[config.mk]
export PLATFORM = sky130hd
export DESIGN_NAME = linear_probe_hash_table_unit
export DESIGN_NICKNAME = d
export VERILOG_FILES = /design/src/design/lpht_pkg.sv /design/src/design/lpht_ram.sv /design/src/design/linear_probe_hash_table_unit.sv
export SDC_FILE = /design/constraint.sdc
export NUM_CORES = 1
export LEC_CHECK = 0
export BUFFER_PORTS_ARGS = -buffer_cell sky130_fd_sc_hd__buf_2
export CAP_MARGIN = 40
export CORE_ASPECT_RATIO = 1.2
export CORE_MARGIN = 2
export CORE_UTILIZATION = 40
export DETAILED_ROUTE_END_ITERATION = 10
export PLACE_DENSITY = 0.67
export SYNTH_ARGS = -nofsm -noshare
export SYNTH_HDL_FRONTEND = slang
export SYNTH_HIERARCHICAL = 1
export SYNTH_SLANG_ARGS = --single-unit
export TNS_END_PERCENT = 5
[constraint.sdc]
create_clock -name clock -period 17.85 [get_ports clock]
set_input_delay 0.8925 -clock clock [delete_from_list [all_inputs] [get_ports clock]]
set_output_delay 0.8925 -clock clock [all_outputs]
set_load 0.02 [all_outputs]
[src/design/lpht_pkg.sv]
// ----------------------------------------------------------------------------
// lpht_pkg
// Shared types and codes for the linear probing hash table.
// ----------------------------------------------------------------------------
package lpht_pkg;

   localparam int KEY_W      = 31;
   localparam int VALUE_W    = 16;
   localparam int STATUS_W   = 3;
   localparam int SLOT_OUT_W = 4;

   // Home slot reduction: key is padded to HASH_W and consumed DIGIT_W bits a cycle
   localparam int HASH_W     = 32;
   localparam int DIGIT_W    = 4;
   localparam int HASH_STEPS = HASH_W / DIGIT_W;
   localparam int STEP_W     = $clog2(HASH_STEPS);

   // action codes
   localparam logic [1:0] ACT_INSERT = 2'd0;
   localparam logic [1:0] ACT_SEARCH = 2'd1;
   localparam logic [1:0] ACT_DELETE = 2'd2;

   // result status codes
   localparam logic [STATUS_W-1:0] RES_INSERTED = 3'd0;
   localparam logic [STATUS_W-1:0] RES_FULL     = 3'd1;
   localparam logic [STATUS_W-1:0] RES_FOUND    = 3'd2;
   localparam logic [STATUS_W-1:0] RES_NOTFOUND = 3'd3;
   localparam logic [STATUS_W-1:0] RES_DELETED  = 3'd4;

   // slot state codes
   localparam logic [1:0] SLOT_EMPTY = 2'd0;
   localparam logic [1:0] SLOT_USED  = 2'd1;
   localparam logic [1:0] SLOT_TOMB  = 2'd2;

   typedef struct packed {
      logic [1:0]         action;
      logic [KEY_W-1:0]   key;
      logic [VALUE_W-1:0] value_in;
   } req_type;

   typedef struct packed {
      logic [STATUS_W-1:0]   status;
      logic [VALUE_W-1:0]    value_out;
      logic [SLOT_OUT_W-1:0] slot;
   } rsp_type;

   typedef struct packed {
      logic [1:0]         status;
      logic [KEY_W-1:0]   key;
      logic [VALUE_W-1:0] value;
   } entry_type;

   typedef enum logic [2:0] {
      FSM_CLEAR,
      FSM_IDLE,
      FSM_HASH,
      FSM_PROBE,
      FSM_DONE
   } state_type;

endpackage

[src/design/lpht_ram.sv]
// ----------------------------------------------------------------------------
// lpht_ram
// Generic single write port, single read port RAM with registered read.
// ----------------------------------------------------------------------------
module lpht_ram #(
   parameter int WIDTH = 49,
   parameter int DEPTH = 16
) (
   input  logic                     clock,
   input  logic                     we,
   input  logic [$clog2(DEPTH)-1:0] waddr,
   input  logic [WIDTH-1:0]         wdata,
   input  logic                     re,
   input  logic [$clog2(DEPTH)-1:0] raddr,
   output logic [WIDTH-1:0]         rdata
);

   logic [WIDTH-1:0] mem_ff [DEPTH];
   logic [WIDTH-1:0] rdata_ff;

   always_ff @(posedge clock) begin
      if (we) begin
         mem_ff[waddr] <= wdata;
      end
      if (re) begin
         rdata_ff <= mem_ff[raddr];
      end
   end

   assign rdata = rdata_ff;

endmodule

[src/design/linear_probe_hash_table_unit.sv]
// ----------------------------------------------------------------------------
// linear_probe_hash_table_unit
// Open-addressed hash table with linear probing, held in one RAM.
// ----------------------------------------------------------------------------
// Usage:
//  - req channel: one word per operation (insert, search, delete) with key and
//    marks value. rsp channel: one word per request (status, marks, slot).
//  - After reset the table RAM is swept to empty, one slot per cycle, so
//    req_ready stays low until the sweep has written the last slot.
//  - One request is in flight at a time. Per request, in order: the accept
//    in FSM_IDLE, the home slot reduction in FSM_HASH (skipped when SLOTS is
//    a power of two), the probe walk in FSM_PROBE (one RAM read a cycle with
//    registered read data, probes = 1 .. SLOTS), and the load of the response
//    register in FSM_DONE. The probe walk runs over the single RAM read port.
//  - The response sits in an output register; a new request is accepted while
//    it waits. If the receiver stalls, a finished request waits in its final
//    state until the register is free, and no further request is taken.
//  - Insert/delete write back in the cycle the deciding entry is checked.
// ----------------------------------------------------------------------------
module linear_probe_hash_table_unit #(
   parameter int SLOTS = 16
) (
   input  logic             clock,
   input  logic             reset,
   input  logic             req_valid,
   output logic             req_ready,
   input  lpht_pkg::req_type req_data,
   output logic             rsp_valid,
   input  logic             rsp_ready,
   output lpht_pkg::rsp_type rsp_data
);

   import lpht_pkg::*;

   localparam int SW = $clog2(SLOTS);
   localparam int CW = $clog2(SLOTS + 1);
   localparam int EW = $bits(entry_type);
   localparam bit POW2 = ((SLOTS & (SLOTS - 1)) == 0);
   localparam logic [SW:0]     SLOTS_X   = (SW + 1)'(SLOTS);
   localparam logic [SW-1:0]   LAST_IDX  = SW'(SLOTS - 1);
   localparam logic [CW-1:0]   LAST_CNT  = CW'(SLOTS - 1);
   localparam logic [CW-1:0]   FULL_CNT  = CW'(SLOTS);
   localparam logic [STEP_W-1:0] STEP_LAST = STEP_W'(HASH_STEPS - 1);

   function automatic logic [SW-1:0] wrap_inc(input logic [SW-1:0] i);
      return (i == LAST_IDX) ? '0 : i + 1'b1;
   endfunction

   // control
   state_type            state_ff, state_in;
   logic [SW-1:0]        rd_idx_ff, rd_idx_in;      // also the clear pointer
   logic [CW-1:0]        rd_cnt_ff, rd_cnt_in;
   logic [SW-1:0]        chk_idx_ff, chk_idx_in;
   logic [CW-1:0]        chk_cnt_ff, chk_cnt_in;
   logic                 pend_ff, pend_in;          // read data valid this cycle
   logic [STEP_W-1:0]    step_ff, step_in;
   logic                 rsp_valid_ff, rsp_valid_in;

   // payload
   logic [1:0]           act_ff, act_in;
   logic [KEY_W-1:0]     key_ff, key_in;
   logic [VALUE_W-1:0]   val_ff, val_in;
   logic [HASH_W-1:0]    key_sh_ff, key_sh_in;
   logic [SW-1:0]        rem_ff, rem_in;
   rsp_type              res_ff, res_in;
   rsp_type              rsp_data_ff, rsp_data_in;

   // RAM port
   logic                 mem_we, mem_re;
   logic [SW-1:0]        mem_waddr, mem_raddr;
   entry_type            mem_wdata, mem_rdata;

   logic                 req_acc, act_ok, rsp_free, probe_done;
   logic [SW-1:0]        mod_next;
   logic [SLOT_OUT_W+SW-1:0] slot_ext;
   logic [SLOT_OUT_W-1:0]    chk_slot;

   assign req_ready = (state_ff == FSM_IDLE);
   assign req_acc   = req_valid && req_ready;
   assign act_ok    = (req_data.action inside {ACT_INSERT, ACT_SEARCH, ACT_DELETE});
   assign rsp_free  = !rsp_valid_ff || rsp_ready;
   assign rsp_valid = rsp_valid_ff;
   assign rsp_data  = rsp_data_ff;

   // output slot number: index masked to the result field width
   assign slot_ext = {{SLOT_OUT_W{1'b0}}, chk_idx_ff};
   assign chk_slot = slot_ext[SLOT_OUT_W-1:0];

   // key mod SLOTS, one digit per cycle by restoring reduction
   always_comb begin
      logic [SW:0]   t;
      logic [SW-1:0] r;
      r = rem_ff;
      for (int i = 0; i < DIGIT_W; i++) begin
         t = {r, key_sh_ff[HASH_W-1-i]};
         if (t >= SLOTS_X) begin
            t = t - SLOTS_X;
         end
         r = t[SW-1:0];
      end
      mod_next = r;
   end

   lpht_ram #(
      .WIDTH (EW),
      .DEPTH (SLOTS)
   ) u_table (
      .clock (clock),
      .we    (mem_we),
      .waddr (mem_waddr),
      .wdata (mem_wdata),
      .re    (mem_re),
      .raddr (mem_raddr),
      .rdata (mem_rdata)
   );

   // next state
   always_comb begin
      state_in = state_ff;
      case (state_ff)
         FSM_CLEAR: begin
            if (rd_idx_ff == LAST_IDX) begin
               state_in = FSM_IDLE;
            end
         end
         FSM_IDLE: begin
            if (req_acc) begin
               if (!act_ok) begin
                  state_in = FSM_DONE;
               end else if (POW2) begin
                  state_in = FSM_PROBE;
               end else begin
                  state_in = FSM_HASH;
               end
            end
         end
         FSM_HASH: begin
            if (step_ff == STEP_LAST) begin
               state_in = FSM_PROBE;
            end
         end
         FSM_PROBE: begin
            if (probe_done) begin
               state_in = FSM_DONE;
            end
         end
         FSM_DONE: begin
            if (rsp_free) begin
               state_in = FSM_IDLE;
            end
         end
         default: state_in = FSM_IDLE;
      endcase
   end

   // datapath and RAM control
   always_comb begin
      entry_type e;
      logic      hit_empty, hit_key, last;
      e           = mem_rdata;
      hit_empty   = (e.status == SLOT_EMPTY);
      hit_key     = (e.status == SLOT_USED) && (e.key == key_ff);
      last        = (chk_cnt_ff == LAST_CNT);

      rd_idx_in   = rd_idx_ff;
      rd_cnt_in   = rd_cnt_ff;
      chk_idx_in  = chk_idx_ff;
      chk_cnt_in  = chk_cnt_ff;
      pend_in     = 1'b0;
      step_in     = step_ff;
      act_in      = act_ff;
      key_in      = key_ff;
      val_in      = val_ff;
      key_sh_in   = key_sh_ff;
      rem_in      = rem_ff;
      res_in      = res_ff;
      rsp_data_in = rsp_data_ff;
      rsp_valid_in = rsp_valid_ff && !rsp_ready;
      probe_done  = 1'b0;

      mem_we      = 1'b0;
      mem_waddr   = chk_idx_ff;
      mem_wdata   = '0;
      mem_re      = 1'b0;
      mem_raddr   = rd_idx_ff;

      case (state_ff)
         FSM_CLEAR: begin
            mem_we           = 1'b1;
            mem_waddr        = rd_idx_ff;
            mem_wdata.status = SLOT_EMPTY;
            rd_idx_in        = wrap_inc(rd_idx_ff);
         end
         FSM_IDLE: begin
            if (req_acc) begin
               act_in     = req_data.action;
               key_in     = req_data.key;
               val_in     = req_data.value_in;
               key_sh_in  = {{(HASH_W - KEY_W){1'b0}}, req_data.key};
               step_in    = '0;
               rem_in     = '0;
               rd_idx_in  = req_data.key[SW-1:0];
               chk_idx_in = req_data.key[SW-1:0];
               rd_cnt_in  = '0;
               chk_cnt_in = '0;
               res_in.status    = RES_NOTFOUND;
               res_in.value_out = '0;
               res_in.slot      = '0;
            end
         end
         FSM_HASH: begin
            rem_in    = mod_next;
            key_sh_in = key_sh_ff << DIGIT_W;
            step_in   = step_ff + 1'b1;
            if (step_ff == STEP_LAST) begin
               rd_idx_in  = mod_next;
               chk_idx_in = mod_next;
            end
         end
         FSM_PROBE: begin
            // reads run ahead of the check; nothing is written until the end
            if (pend_ff) begin
               if (act_ff == ACT_INSERT) begin
                  if (hit_empty) begin
                     mem_we           = 1'b1;
                     mem_wdata.status = SLOT_USED;
                     mem_wdata.key    = key_ff;
                     mem_wdata.value  = val_ff;
                     res_in.status    = RES_INSERTED;
                     res_in.slot      = chk_slot;
                     probe_done       = 1'b1;
                  end else if (last) begin
                     res_in.status    = RES_FULL;
                     probe_done       = 1'b1;
                  end
               end else begin
                  if (hit_empty) begin
                     res_in.status    = RES_NOTFOUND;
                     probe_done       = 1'b1;
                  end else if (hit_key) begin
                     if (act_ff == ACT_SEARCH) begin
                        res_in.status    = RES_FOUND;
                        res_in.value_out = e.value;
                     end else begin
                        mem_we           = 1'b1;
                        mem_wdata        = e;
                        mem_wdata.status = SLOT_TOMB;
                        res_in.status    = RES_DELETED;
                     end
                     res_in.slot = chk_slot;
                     probe_done  = 1'b1;
                  end else if (last) begin
                     res_in.status    = RES_NOTFOUND;
                     probe_done       = 1'b1;
                  end
               end
               if (!probe_done) begin
                  chk_idx_in = wrap_inc(chk_idx_ff);
                  chk_cnt_in = chk_cnt_ff + 1'b1;
               end
            end
            if (!probe_done && (rd_cnt_ff != FULL_CNT)) begin
               mem_re    = 1'b1;
               rd_idx_in = wrap_inc(rd_idx_ff);
               rd_cnt_in = rd_cnt_ff + 1'b1;
            end
            pend_in = mem_re;
         end
         FSM_DONE: begin
            if (rsp_free) begin
               rsp_data_in  = res_ff;
               rsp_valid_in = 1'b1;
            end
         end
         default: begin
         end
      endcase
   end

   always_ff @(posedge clock) begin
      if (reset) begin
         state_ff     <= FSM_CLEAR;
         rd_idx_ff    <= '0;
         rd_cnt_ff    <= '0;
         chk_idx_ff   <= '0;
         chk_cnt_ff   <= '0;
         pend_ff      <= 1'b0;
         step_ff      <= '0;
         rsp_valid_ff <= 1'b0;
      end else begin
         state_ff     <= state_in;
         rd_idx_ff    <= rd_idx_in;
         rd_cnt_ff    <= rd_cnt_in;
         chk_idx_ff   <= chk_idx_in;
         chk_cnt_ff   <= chk_cnt_in;
         pend_ff      <= pend_in;
         step_ff      <= step_in;
         rsp_valid_ff <= rsp_valid_in;
      end
   end

   always_ff @(posedge clock) begin
      act_ff      <= act_in;
      key_ff      <= key_in;
      val_ff      <= val_in;
      key_sh_ff   <= key_sh_in;
      rem_ff      <= rem_in;
      res_ff      <= res_in;
      rsp_data_ff <= rsp_data_in;
   end

endmodule
* After elaboration in Yosys (flattened, before gate mapping)
Memories as Yosys holds them, arrays and structs flattened. A register that Yosys moved wholly into a read port is not among the register bits.
Cells that the tools add are included.
** Storage, ports and cells
- Memory bits (writable) :: 784
- Logic and storage cells :: 172
- Input bits :: 53
- Register bits after elaboration :: 157
- Memories :: 1
- Output and inout port bits :: 25
** Operators by class
- Equality and inequality tests :: 31
- Add/subtract/negate cells :: 9
- Reductions and logical operators :: 28
- Mux-type cells :: 80
- Order comparisons :: 4
** Memories
- u_table.mem_ff :: words 16, width 49, rd ports 1, clocked after Yosys merged registers in 1, wr ports 1, line lpht_ram.sv:18 : logic [WIDTH-1:0] mem_ff [DEPTH];
** Operators by type and width (number)
- 49-bit two-way mux :: 5
- 32-bit case mux with 2 select lines :: 1
- 4-bit two-way mux :: 15
- 48-bit two-way mux :: 1
- 47-bit two-way mux :: 1
- 23-bit two-way mux :: 2
- 23-bit case mux with 2 select lines :: 1
- 3-bit two-way mux :: 14
- 20-bit two-way mux :: 2
- 16-bit two-way mux :: 2
- 32-bit two-way mux :: 1
- 31-bit equality test :: 1
- 1-bit two-way mux :: 22
- 2-bit inequality test, second input constant :: 11
- 5-bit >= comparator, second input constant :: 4
- 5-bit two-way mux :: 4
- 5-bit case mux with 2 select lines :: 2
- 4-bit case mux with 4 select lines :: 1
- 4-bit by 1-bit subtractor with 4-bit output, second input constant :: 4
- 3-bit case mux with 5 select lines :: 1
- 5-bit AND reduction :: 3
- 4-bit case mux with 3 select lines :: 1
- 5-bit by 1-bit adder with 5-bit output, second input constant :: 2
- 3-bit inequality test, second input constant :: 3
- 29 further kinds :: 48

* Depth between registers and ports, before layout
Gate-level depths: netlist of the first run.
- Word-level depth :: 13
- Gate-level depth with buffers :: 10
- Mapped depth without buffers :: 9

* Modules after synthesis
Netlist of the first run, hierarchy kept.
** Modules (own cells, without submodules)
- lpht_ram :: area an instance 30823.3 µm², cells an instance 1268, instances 1, seq. area each 25014.0 µm²
- linear_probe_hash_table_unit :: area an instance 6962.9 µm², cells an instance 581, instances 1, seq. area each 4334.2 µm²

* Worst setup path after synthesis of the first run
No wires, ideal clock.
- Path type :: reg-to-reg
- From :: reg u_table.rdata_ff[39] (netlist: u_table/rdata[39]), read port of u_table.mem_ff
- To :: mem u_table.mem_ff[0][0], enable pin
- Clock period less this slack :: 5.994 ns
- Stages on the path, launching flop included :: 9
- Path slack :: 11.856 ns
- Buffers on the path :: 0
- Setup time :: 0.516 ns
- Arrival time :: 5.478 ns
- Data required time :: 17.334 ns
- Cells stage by stage :: edfxtp_1 > xor2_1 > nor4_1 > nand4_1 > or3_4 > a21oi_1 > or2_2 > or3b_2 > nor3_1
** On the way
- Longest elaborated chain between the ends :: 9
** Ends and longest elaborated chain
- start, declared :: line lpht_ram.sv:19 : logic [WIDTH-1:0] rdata_ff;
- 31-bit equality test :: line linear_probe_hash_table_unit.sv:162 : hit_key = (e.status == SLOT_USED) && (e.key == key_ff);
- 1-bit logical AND :: line linear_probe_hash_table_unit.sv:162
- 1-bit two-way mux :: line linear_probe_hash_table_unit.sv:240 : end else if (hit_key) begin
- 1-bit two-way mux :: line linear_probe_hash_table_unit.sv:237 : if (hit_empty) begin
- 1-bit two-way mux :: line linear_probe_hash_table_unit.sv:223 : if (act_ff == ACT_INSERT) begin
- 1-bit two-way mux :: line linear_probe_hash_table_unit.sv:222 : if (pend_ff) begin
- 1-bit case mux with 2 select lines :: line linear_probe_hash_table_unit.sv:187 : case (state_ff)
- net mem_we :: line linear_probe_hash_table_unit.sv:69 : logic mem_we, mem_re;
- 1-bit two-way mux :: line lpht_ram.sv:22 : if (we) begin
- 1-bit two-way mux (implied by the code) :: line lpht_ram.sv:23 : mem_ff[waddr] <= wdata;
- end, declared :: line lpht_ram.sv:18
The timed path passes the listed nets, and every way through them passes these cells.

* Worst setup path after layout of the first run
- From :: reg u_table.rdata_ff[26] (netlist: u_table/rdata[26]), read port of u_table.mem_ff
- To :: mem u_table.mem_ff[13][44], enable pin
The elaborated chain is that of the path after synthesis.

==> key figures, run 1 <==
Detailed routing
  – Drt pass-1 iters: 5
  – M1 WL: about 35000 microns
  – Routed WL per cell: 25.75 microns
  – DRT Wirelength: ~85000 microns
  – Met3 Wirelength: 6217 microns
  – DRC errors left: 0
  – Metal2 WL: roughly 42000 microns
  – Highest metal used: met4
  – Vias: between 15000 and 20000
  – ANT nets after route: 0
  – Initial DRC Count: ~1900
  – Via density: 5.649

Placement
  – Gpl congestion: about 0.82
  – Placement Cell Area: about 40000 sq um
  – Port bufs: 77
  – Post-DP HPWL: 49910 microns
  – DP Worst Slack: between 10 and 15 ns

Global routing
  – Vias in the first global route: 19220
  – GR Util All Layers: 17.62%
  – Initial antenna violation count: 1
  – Total grt overflow: 0
  – First-pass GRT wire length: between 100000 and 150000 microns
  – Largest net degree at the start of global routing: about 110

STA
  – Final setup viols: 0
  – Final hold violations: 0
  – Tcrit/Tclk final: 23.86%
  – Skew final: around 0.043 ns
  – Slew HR: 26.44%
  – Setup tns final: 0 ns
  – Worst slew pin tran: 1.103 ns
  – RSZ-0062 raised after global routing: false
  – Min Tclk post-route: around 4.3 ns
  – Worst Setup Slack, final: 13.59 ns
  – Max-slew violation count: 0
  – Fmax: around 230 MHz

Yosys
  – Post-synth EDFFs: 960
  – Complex-gate fraction of the synthesized area: 4.139%
  – Post-synth cell types: 62
  – Post-synthesis cell area: between 30000 and 40000 sq um
  – Post-Synthesis Cells: roughly 1800
  – Xor and xnor area share after synthesis: 0.7881%
  – Average size of a mapped cell: a little over 20 sq um
  – Synth warn: 6
  – Mux contribution to synthesized area: roughly an eighth
  – Top FF cell, synth: edfxtp_1
  – Post-synthesis async set-or-reset flop share: 0%
  – #FFs+latches synth: slightly below 1000
  – Post-synthesis adder-cell area fraction: less than 1%
  – Simple-Gate Fraction of Synth Area: between 3 and 4%
  – Syn Nets: 1910
  – Largest family of logic cells by synthesized area: multiplexers
  – Post-synthesis sequential area ratio: between 70 and 80%

Power
  – P_sw: approximately 1700 uW
  – Sw Ratio: a little over a quarter
  – Pwr per Cell Area: about 140 nW/um^2
  – Seq pwr share: a little under 50%
  – Internal power: ~4500 uW
  – Combinational share of power: between 10% and 20%
  – Lkg Pwr: 0.01427 uW
  – Power share of the clock group: about a third
  – Maximum VDD drop: approximately 0.16 mV

Worst setup path
  – R2r setup slk: around 14 ns
  – CP required: between 15 and 20 ns
  – Critical path fanouts, max: 29
  – Worst Setup End Kind: register
  – Crit path kind: register to register
  – Startpoint types: register
  – Crit path DAT: approximately 4.5 ns

CTS
  – CTS H-tree lvls: 3
  – Clk Latency, worst-skew pair: about 0.7 ns
  – CTS Sinks: around 990
  – CTS root buf: clkbuf_16
  – Post-CTS Setup Inserts: 0
  – CTS Hold Buffers Added: 0
  – Post_cts resized: 0
  – TritonCTS buffer count: about 100
  – Reg clk slew, reported paths: 0.06 ns
  – TritonCTS clock tree: done
  – CTS Buffer Depth: 3

Layout
  – Most common cell after layout, fill and taps aside: edfxtp_1
  – Area Overhead vs Synth: 13.54%
  – Design area: 42900 sq um
  – NumNets Final: about 2000
  – Layout cell share with drive strength beyond 1: roughly a quarter
  – Fill cells: 7739
  – Most frequent cells in the layout: 960 x edfxtp_1, 196 x mux4_2, 146 x nand2_1

Floorplan
  – Die Y: between 300 and 400 microns
  – Top-level port count: slightly below 80
  – Rows: about 120
  – Core area: 93720 sq um
  – Die area: 96950 sq um
  – Die W: 284.6 microns
  – Initial core utilization: between 40% and 50%

Min path
  – Worst Hold Class: input port to register

Run
  – Max-cap check violation count: 0

Status
  – Run status: finished, final reports clean
[cell usage after synthesis, drive strengths merged, types with 5 or more instances]
cell	count	area share (%)
edfxtp	960	76
mux4	196	12
nand2	148	1.5
a22oi	100	2.0
clkbuf	53	0.53
a22o	47	1.1
buf	43	0.77
nor2	41	0.41
xor2	31	0.72
and2	26	0.43
dfxtp	26	1.4
a21oi	19	0.26
nor4	16	0.28
nand3	15	0.20
nor3	15	0.21
inv	11	0.11
nand2b	10	0.17
o21ai	9	0.12
ha	8	0.26
nor2b	7	0.12
a311oi	5	0.12
nand4	5	0.083
or2	5	0.083
[state kept, by name, indices dropped and copies added, names as in the netlist]
register / count
u_table/mem_ff: 784
u_table/rdata: 49
key_sh_ff: 32
key_ff: 31
res_ff: 23
rsp_data: 23
val_ff: 16
chk_cnt_ff: 5
rd_cnt_ff: 5
chk_idx_ff: 4
mem_raddr: 4
state_ff: 3
step_ff: 3
act_ff: 2
pend_ff: 1
rsp_valid: 1
[layer usage]
metal  GRT usage, %  vias to the layer above
met3          2.747                      114
met5              0                        -
li1               -                     7888
met4          4.890                        0
met2          29.29                      787
met1          24.29                     9882
[cell type report]
| class | instances | area (sq um) | share of cell area [%] |
|---|---|---|---|
| Sequential cell | 986 | 29360 | 68.43 |
| Multi-Input combinational cell | 756 | 8071 | 18.81 |
| Clock buffer | 121 | 2539 | 5.918 |
| Tap cell | 1250 | 1564 | 3.646 |
| Timing Repair Buffer | 119 | 773.2 | 1.802 |
| Clock inverter | 61 | 554.3 | 1.292 |
| Inverter | 11 | 41.29 | 0.09624 |
| Antenna cell | 1 | 2.502 | 0.005833 |
[logic make-up (layout without fill, tap and decap cells)]
group / Yosys count / in the layout
muxes: 204 / 204
adders and majority gates: 8 / 8
AOI/OAI and AO/OA: 205 / 205
buffers and inverters: 107 / 312
DFF: 986 / 986
and+or+nand+nor: 305 / 305
xor gates and xnor gates: 34 / 34
other: 0 / 1
[critical path, stage by stage (launching register included)]
cell      delay [ns]
edfxtp_1        0.40
xor2_1          0.19
nor4_1          0.44
nand4_1         0.32
or3_4           0.50
a21oi_1         0.16
or2_2           0.16
nand3_1         0.28
nor2_4          0.77
buf_4           0.62
[power by group through the flow]
stage / logic (uW) / clock network, uW / registers (uW)
finish: 1210 / 1970 / 2950
global route: 1290 / 2100 / 2970
CTS: 1230 / 2010 / 2950
detailed placement: 1220 / 0 / 3000
global placement: 1180 / 0 / 3000
floorplan: 849 / 0 / 2960
[path summary, 6_finish.rpt]
kind / from / to / cells past startpoint
max: u_table/rdata[26] / u_table/mem_ff[13][44] / 9
min: req_data[4] / val_ff[4] / 1
max reg2reg: u_table/rdata[26] / u_table/mem_ff[13][44] / 9
min reg2reg: res_ff[17] / rsp_data[17] / 0
[metrics by stage]
stage / total power (uW) / hold WS, ns / std cells / utilization, %
6_report: 6129 / 0.3947 / 3305 / 45.77
5_1_grt: 6354 / 0.3702 / 3304 / 45.77
4_1_cts: 6185 / 0.3526 / 3304 / 45.77
3_5_place_dp: 4218 / 0.4045 / 3122 / 42.47
3_3_place_gp: 4173 / 0.4061 / 3116 / 42.36
2_1_floorplan: 3811 / 0.4003 / 1849 / -
Power figures use the tool's default switching activity.
==> run 2, diff against run 1 <==
Clock period 17.85 ns to 4.1 ns, I/O delays scaled along.
==> run 2 against run 1 <==
Effect of this change: routed wire length is 6.1% higher; first-iteration DRC count up 10%; clock skew is 0.0052 ns higher; design area grew 2.9%; non-clock buffer count rose by 77.
==> key figures, run 2 (same netlist as run 1, synthesis figures left out) <==
Detailed routing
  – Initial DRC Count: 2111
  – ANT nets after route: 0
  – Via density: between 5 and 6
  – Drt pass-1 iters: 5
  – DRT Wirelength: 90250 microns
  – Routed WL per cell: between 20 and 30 microns
  – Vias: 19210
  – DRC errors left: 0

CTS
  – CTS Sinks: around 990
  – TritonCTS buffer count: about 100
  – CTS H-tree lvls: 3
  – CTS root buf: clkbuf_16
  – TritonCTS clock tree: done
  – Post-CTS Setup Inserts: 0
  – CTS Buffer Depth: 3
  – Clk Latency, worst-skew pair: slightly below 0.7 ns
  – Reg clk slew, reported paths: approximately 0.070 ns

STA
  – Final hold violations: 0
  – RSZ-0062 raised after global routing: false
  – Skew final: 0.04860 ns
  – Final setup viols: 0
  – Max-slew violation count: 0
  – Fmax: 279.9 MHz
  – Min Tclk post-route: 3.573 ns
  – Worst slew pin tran: ~0.83 ns
  – Slew HR: 44.40%
  – Tcrit/Tclk final: between 80% and 90%

Global routing
  – First-pass GRT wire length: 132700 microns
  – Total grt overflow: 0
  – Initial antenna violation count: 7
  – Vias in the first global route: ~20000
  – Largest net degree at the start of global routing: between 70 and 80
  – GR Util All Layers: a little under a fifth

Worst setup path
  – CP top delay family: simple AND/OR/NAND/NOR gates
  – Crit path kind: register to register
  – Worst Setup End Kind: register
  – RR Endpoint: u_table/mem_ff[0][44]
  – CP max-delay cell: or3b_2
  – Cell count along the critical path: 9
  – Crit-path cells: xor2_1 -> nor4_1 -> nand4_1 -> or3_4 -> a21oi_1 -> or2_2 -> or3b_2 -> nor3_4 -> buf_12
  – Crit path DAT: just under 4 ns
  – Critical path fanouts, max: 36
  – Startpoint types: register
  – CP Buf/Inv Count: 1
  – Worst r2r path cells: 9
  – CP required: roughly 4.4 ns
  – FF-to-FF Start: u_table/rdata[19]
  – Worst path max stage delay: roughly 0.58 ns
  – Critical path launch point: u_table/rdata[19]
  – R2r setup slk: 0.53 ns
  – Crit path to: u_table/mem_ff[0][44]

Min path
  – Worst Hold Class: input port to register

Power
  – Maximum VDD drop: between 0.4 and 0.5 mV
  – Lkg Pwr: 0.01479 uW
  – Pwr per Cell Area: ~620 nW/um^2

Floorplan
  – Die W: roughly 280 microns
  – Die area: ~97000 sq um
  – Initial core utilization: ~40%
  – Die Y: 340.7 microns
  – Rows: approximately 120
  – Top-level port count: 78
  – Core area: 93720 sq um

Layout
  – Area Overhead vs Synth: 16.83%
  – Fin cells: between 3000 and 4000
  – Fill cells: 7653
  – NumNets Final: around 2100
  – Final core utilization: 47.10%
  – Largest reg by FF count: u_table/mem_ff
  – Most frequent cells in the layout: 960 x edfxtp_1, 196 x mux4_2, 146 x nand2_1
  – Most common cell after layout, fill and taps aside: edfxtp_1
  – Max reg flops: 784
  – Layout cell share with drive strength beyond 1: between 20% and 30%

Placement
  – Gpl congestion: ~0.8
  – Port bufs: 77
  – Cells after DPL: 3148
  – Post-DP HPWL: approximately 55000 microns

Run
  – Max-cap check violation count: 0

Status
  – Run status: finished, final reports clean
run 2: power breakdown:
| group | switching (uW) | internal (uW) |
|---|---|---|
| sequential | 402 | 12400 |
| clock | 3860 | 5220 |
| combinational | 3360 | 2330 |
| total | 7620 | 20000 |
run 2: through the flow:
step                      worst slack [ns]  instance area, sq um  TNS (ns)  power (uW)  hold WS, ns
after CTS                           0.5857                 44140         0       27800      0.05994
after floorplan                    -0.5638                 37810   -208.89       16570       0.3039
after global placement              0.6736                 40210         0       18540       0.3859
after global routing                0.4255                 44140         0       28550      0.08634
final                               0.5272                 44150         0       27570      0.09374
after detailed placement            0.6269                 40320         0       18720       0.3831
run 2: final cells by class:
type	count	area (sq um)	share of cell area, %
Sequential cell	986	29360	66.50
Clock buffer	119	2572	5.827
Multi-Input combinational cell	756	8095	18.34
Clock inverter	67	738.2	1.672
Antenna cell	2	5.005	0.01134
Tap cell	1250	1564	3.543
Inverter	11	41.29	0.09353
Timing Repair Buffer	196	1774	4.019
run 2: worst register-to-register path: stages, from the launching register on:
cell and delay [ns]:
edfxtp_1 0.40, xor2_1 0.20, nor4_1 0.46, nand4_1 0.22, or3_4 0.47, a21oi_1 0.18, or2_2 0.17, or3b_2 0.58
nor3_4 0.22, buf_12 0.30
run 2: per-layer routing:
layer  up-vias  track usage [%]  share of wire, %
met2       818            31.02                50
met1     10180            24.35                39
met5         -                0            0.0089
li1       8036                -                 -
met3       174            3.369               7.2
met4         2            7.708               3.7
run 2: worst min-delay path by stage:
stage	startpoint	endpoint	slack, ns	cells past startpoint
6_report	req_valid	step_ff[0]	0.09	4
5_1_grt	req_valid	step_ff[0]	0.09	4
4_1_cts	req_valid	step_ff[0]	0.06	4
3_5_place_dp	req_data[9]	val_ff[9]	0.38	1
3_3_place_gp	req_data[12]	val_ff[12]	0.39	1
2_1_floorplan	req_data[47]	act_ff[0]	0.30	0
run 2: what timing repair did:
item | in CTS | in global routing
hold buffers | 51 | 0
hold endpoints to repair | 75 | 0
gates resized for setup | 0 | 0
==> run 3, diff against run 2 <==
Settings changed: CORE_UTILIZATION 40 to 50, CTS_CLUSTER_SIZE set to 40, PLACE_DENSITY 0.67 to 0.78.
Clock period 4.1 ns to 3.5 ns, I/O delays scaled along.
==> run 3 against run 2 <==
Effect of this change: largest power group unchanged; critical path depth unchanged; routed wire length decreased by 1.3%; register-to-register slack got worse by 0.38 ns.
==> key figures, run 3 (same netlist as run 1, synthesis figures left out) <==
STA
  – Worst hold slack: between 0.05 and 0.06 ns
  – Final setup viols: 0
  – Final hold violations: 0
  – RSZ-0062 raised after global routing: false
  – Skew final: ~0.028 ns
  – Tcrit/Tclk final: 95.83%
  – Fmax: approximately 300 MHz
  – Worst slew pin tran: 0.9450 ns
  – Min Tclk post-route: approximately 3.4 ns
  – Slew HR: 37.00%
  – Max-slew violation count: 0

Detailed routing
  – DRT Wirelength: 89050 microns
  – DRC errors left: 0
  – Drt pass-1 iters: 6
  – Routed WL per cell: approximately 28 microns
  – Via density: around 6
  – Vias: just under 20000
  – Initial DRC Count: about 2400
  – ANT nets after route: 0

Worst setup path
  – Worst r2r path cells: 9
  – Crit path kind: register to register
  – R2r setup slk: between 0.1 and 0.15 ns
  – RR Endpoint: u_table/mem_ff[0][21]
  – Crit path DAT: around 3.7 ns
  – CP required: between 3 and 4 ns
  – Startpoint types: register
  – FF-to-FF Start: u_table/rdata[29]
  – Critical path fanouts, max: 39
  – Worst Setup End Kind: register

Run
  – Max-cap check violation count: 0

Floorplan
  – Initial core utilization: about 50%
  – Die area: between 70000 and 80000 sq um
  – Die Y: ~310 microns
  – Top-level port count: roughly 80
  – Rows: between 100 and 150
  – Die W: around 250 microns
  – Core area: approximately 75000 sq um

CTS
  – CTS Hold Buffers Added: 51
  – Reg clk slew, reported paths: around 0.07 ns
  – Post-CTS Setup Inserts: 0
  – TritonCTS clock tree: done
  – Clk Latency, worst-skew pair: between 0.6 and 0.7 ns
  – CTS Sinks: just under 1000
  – CTS root buf: clkbuf_16
  – Post_cts resized: 0
  – CTS H-tree lvls: 3
  – CTS Buffer Depth: 3
  – TritonCTS buffer count: 93

Power
  – Maximum VDD drop: between 0.5 and 0.6 mV
  – Sw Ratio: 27.35%
  – Total power: 32080 uW
  – Seq pwr share: a little under half
  – Lkg Pwr: 0.01481 uW
  – Internal power: approximately 23000 uW
  – Power share of the clock group: between 30% and 40%
  – P_sw: approximately 8800 uW
  – Pwr per Cell Area: ~730 nW/um^2
  – Combinational share of power: 21.1%

Global routing
  – GR Util All Layers: between 20% and 30%
  – Largest net degree at the start of global routing: 64
  – Total grt overflow: 0
  – First-pass GRT wire length: 131200 microns
  – Initial antenna violation count: 1
  – Vias in the first global route: 19940

Layout
  – Largest reg by FF count: u_table/mem_ff
  – Most frequent cells in the layout: 960 x edfxtp_1, 196 x mux4_2, 146 x nand2_1
  – Most common cell after layout, fill and taps aside: edfxtp_1
  – Layout cell share with drive strength beyond 1: 25.56%
  – Fill cells: ~5200
  – Max reg flops: ~800
  – Antenna cells: 0
  – Final core utilization: between 50% and 60%
  – NumNets Final: approximately 2100
  – Area Overhead vs Synth: 15.96%

Min path
  – Worst hold path cell count: 4
  – Worst Hold Class: input port to register
  – Hold path start: req_valid
  – Worst Hold End: step_ff[0]

Placement
  – Port bufs: 77
  – Post-DP HPWL: between 50000 and 60000 microns
  – Gpl congestion: 0.8773

Status
  – Run status: finished, final reports clean
## run 3: cell types whose count changed in the layout (fill, tap and decap cells not counted), moves of 3 or more
cell / before / now
buf_4: 39 / 58
clkbuf_1: 18 / 10
clkbuf_16: 99 / 94
clkinv_16: 4 / 0
bufinv_16: 11 / 14
clkinv_1: 22 / 19
clkinv_2: 18 / 15
inv_6: 1 / 4
## run 3: routing by layer
layer	routed length, microns	part of all wire, %	vias to the layer above	GRT usage [%]
li1	-	-	8054	-
met1	31320	35	10070	29.35
met2	46310	52	1119	39.64
met3	7696	8.6	177	4.385
met4	3722	4.2	0	10.16
met5	0	0	-	0
## run 3: worst max-delay path by stage
| stage | from | end | slack (ns) | cells past startpoint |
|---|---|---|---|---|
| after floorplan | u_table/rdata[39] | u_table/mem_ff[12][0] | -0.70 | 8 |
| after global placement | u_table/rdata[26] | u_table/mem_ff[0][32] | 0.23 | 9 |
| after detailed placement | u_table/rdata[29] | u_table/mem_ff[1][10] | 0.22 | 9 |
| after CTS | u_table/rdata[29] | u_table/mem_ff[0][26] | 0.18 | 9 |
| after global routing | u_table/rdata[29] | u_table/mem_ff[0][26] | 0.04 | 9 |
| final | u_table/rdata[29] | u_table/mem_ff[0][21] | 0.15 | 9 |
## run 3: area by class of cell
| type | count | area [sq um] | area share [%] |
|---|---|---|---|
| clock inverter | 67 | 729.5 | 1.665 |
| tap | 1008 | 1261 | 2.878 |
| timing repair buffer | 215 | 1927 | 4.398 |
| inverter | 11 | 41.29 | 0.09423 |
| multi-input combinational | 756 | 8098 | 18.48 |
| clock buffer | 105 | 2404 | 5.486 |
| sequential | 986 | 29360 | 67.00 |
## run 3: power by group through the flow
stage	clock (uW)	sequential, uW	combinational, uW
after floorplan	0	15000	4400
after global placement	0	15100	6460
after detailed placement	0	15200	6650
after CTS	10500	15000	6780
after global routing	10900	15100	7090
final	10300	15000	6770
## run 3: through the flow
step           cells  setup slack, ns  setup TNS, ns  area (sq um)
2_1_floorplan   1849          -0.7042        -167.68         37850
3_3_place_gp    2922           0.2343              0         40110
3_5_place_dp    2925           0.2204              0         40170
4_1_cts         3148           0.1792              0         43820
5_1_grt         3148          0.03659              0         43820
6_report        3148           0.1461              0         43820
## run 3: worst max-delay path, cell delays in order, from the launching register on
cell	delay (ns)
edfxtp_1	0.42
xor2_1	0.21
nor4_1	0.34
nand4_1	0.23
or3_4	0.44
a21oi_1	0.16
or2_2	0.17
or3b_4	0.46
nor3_4	0.28
buf_12	0.29
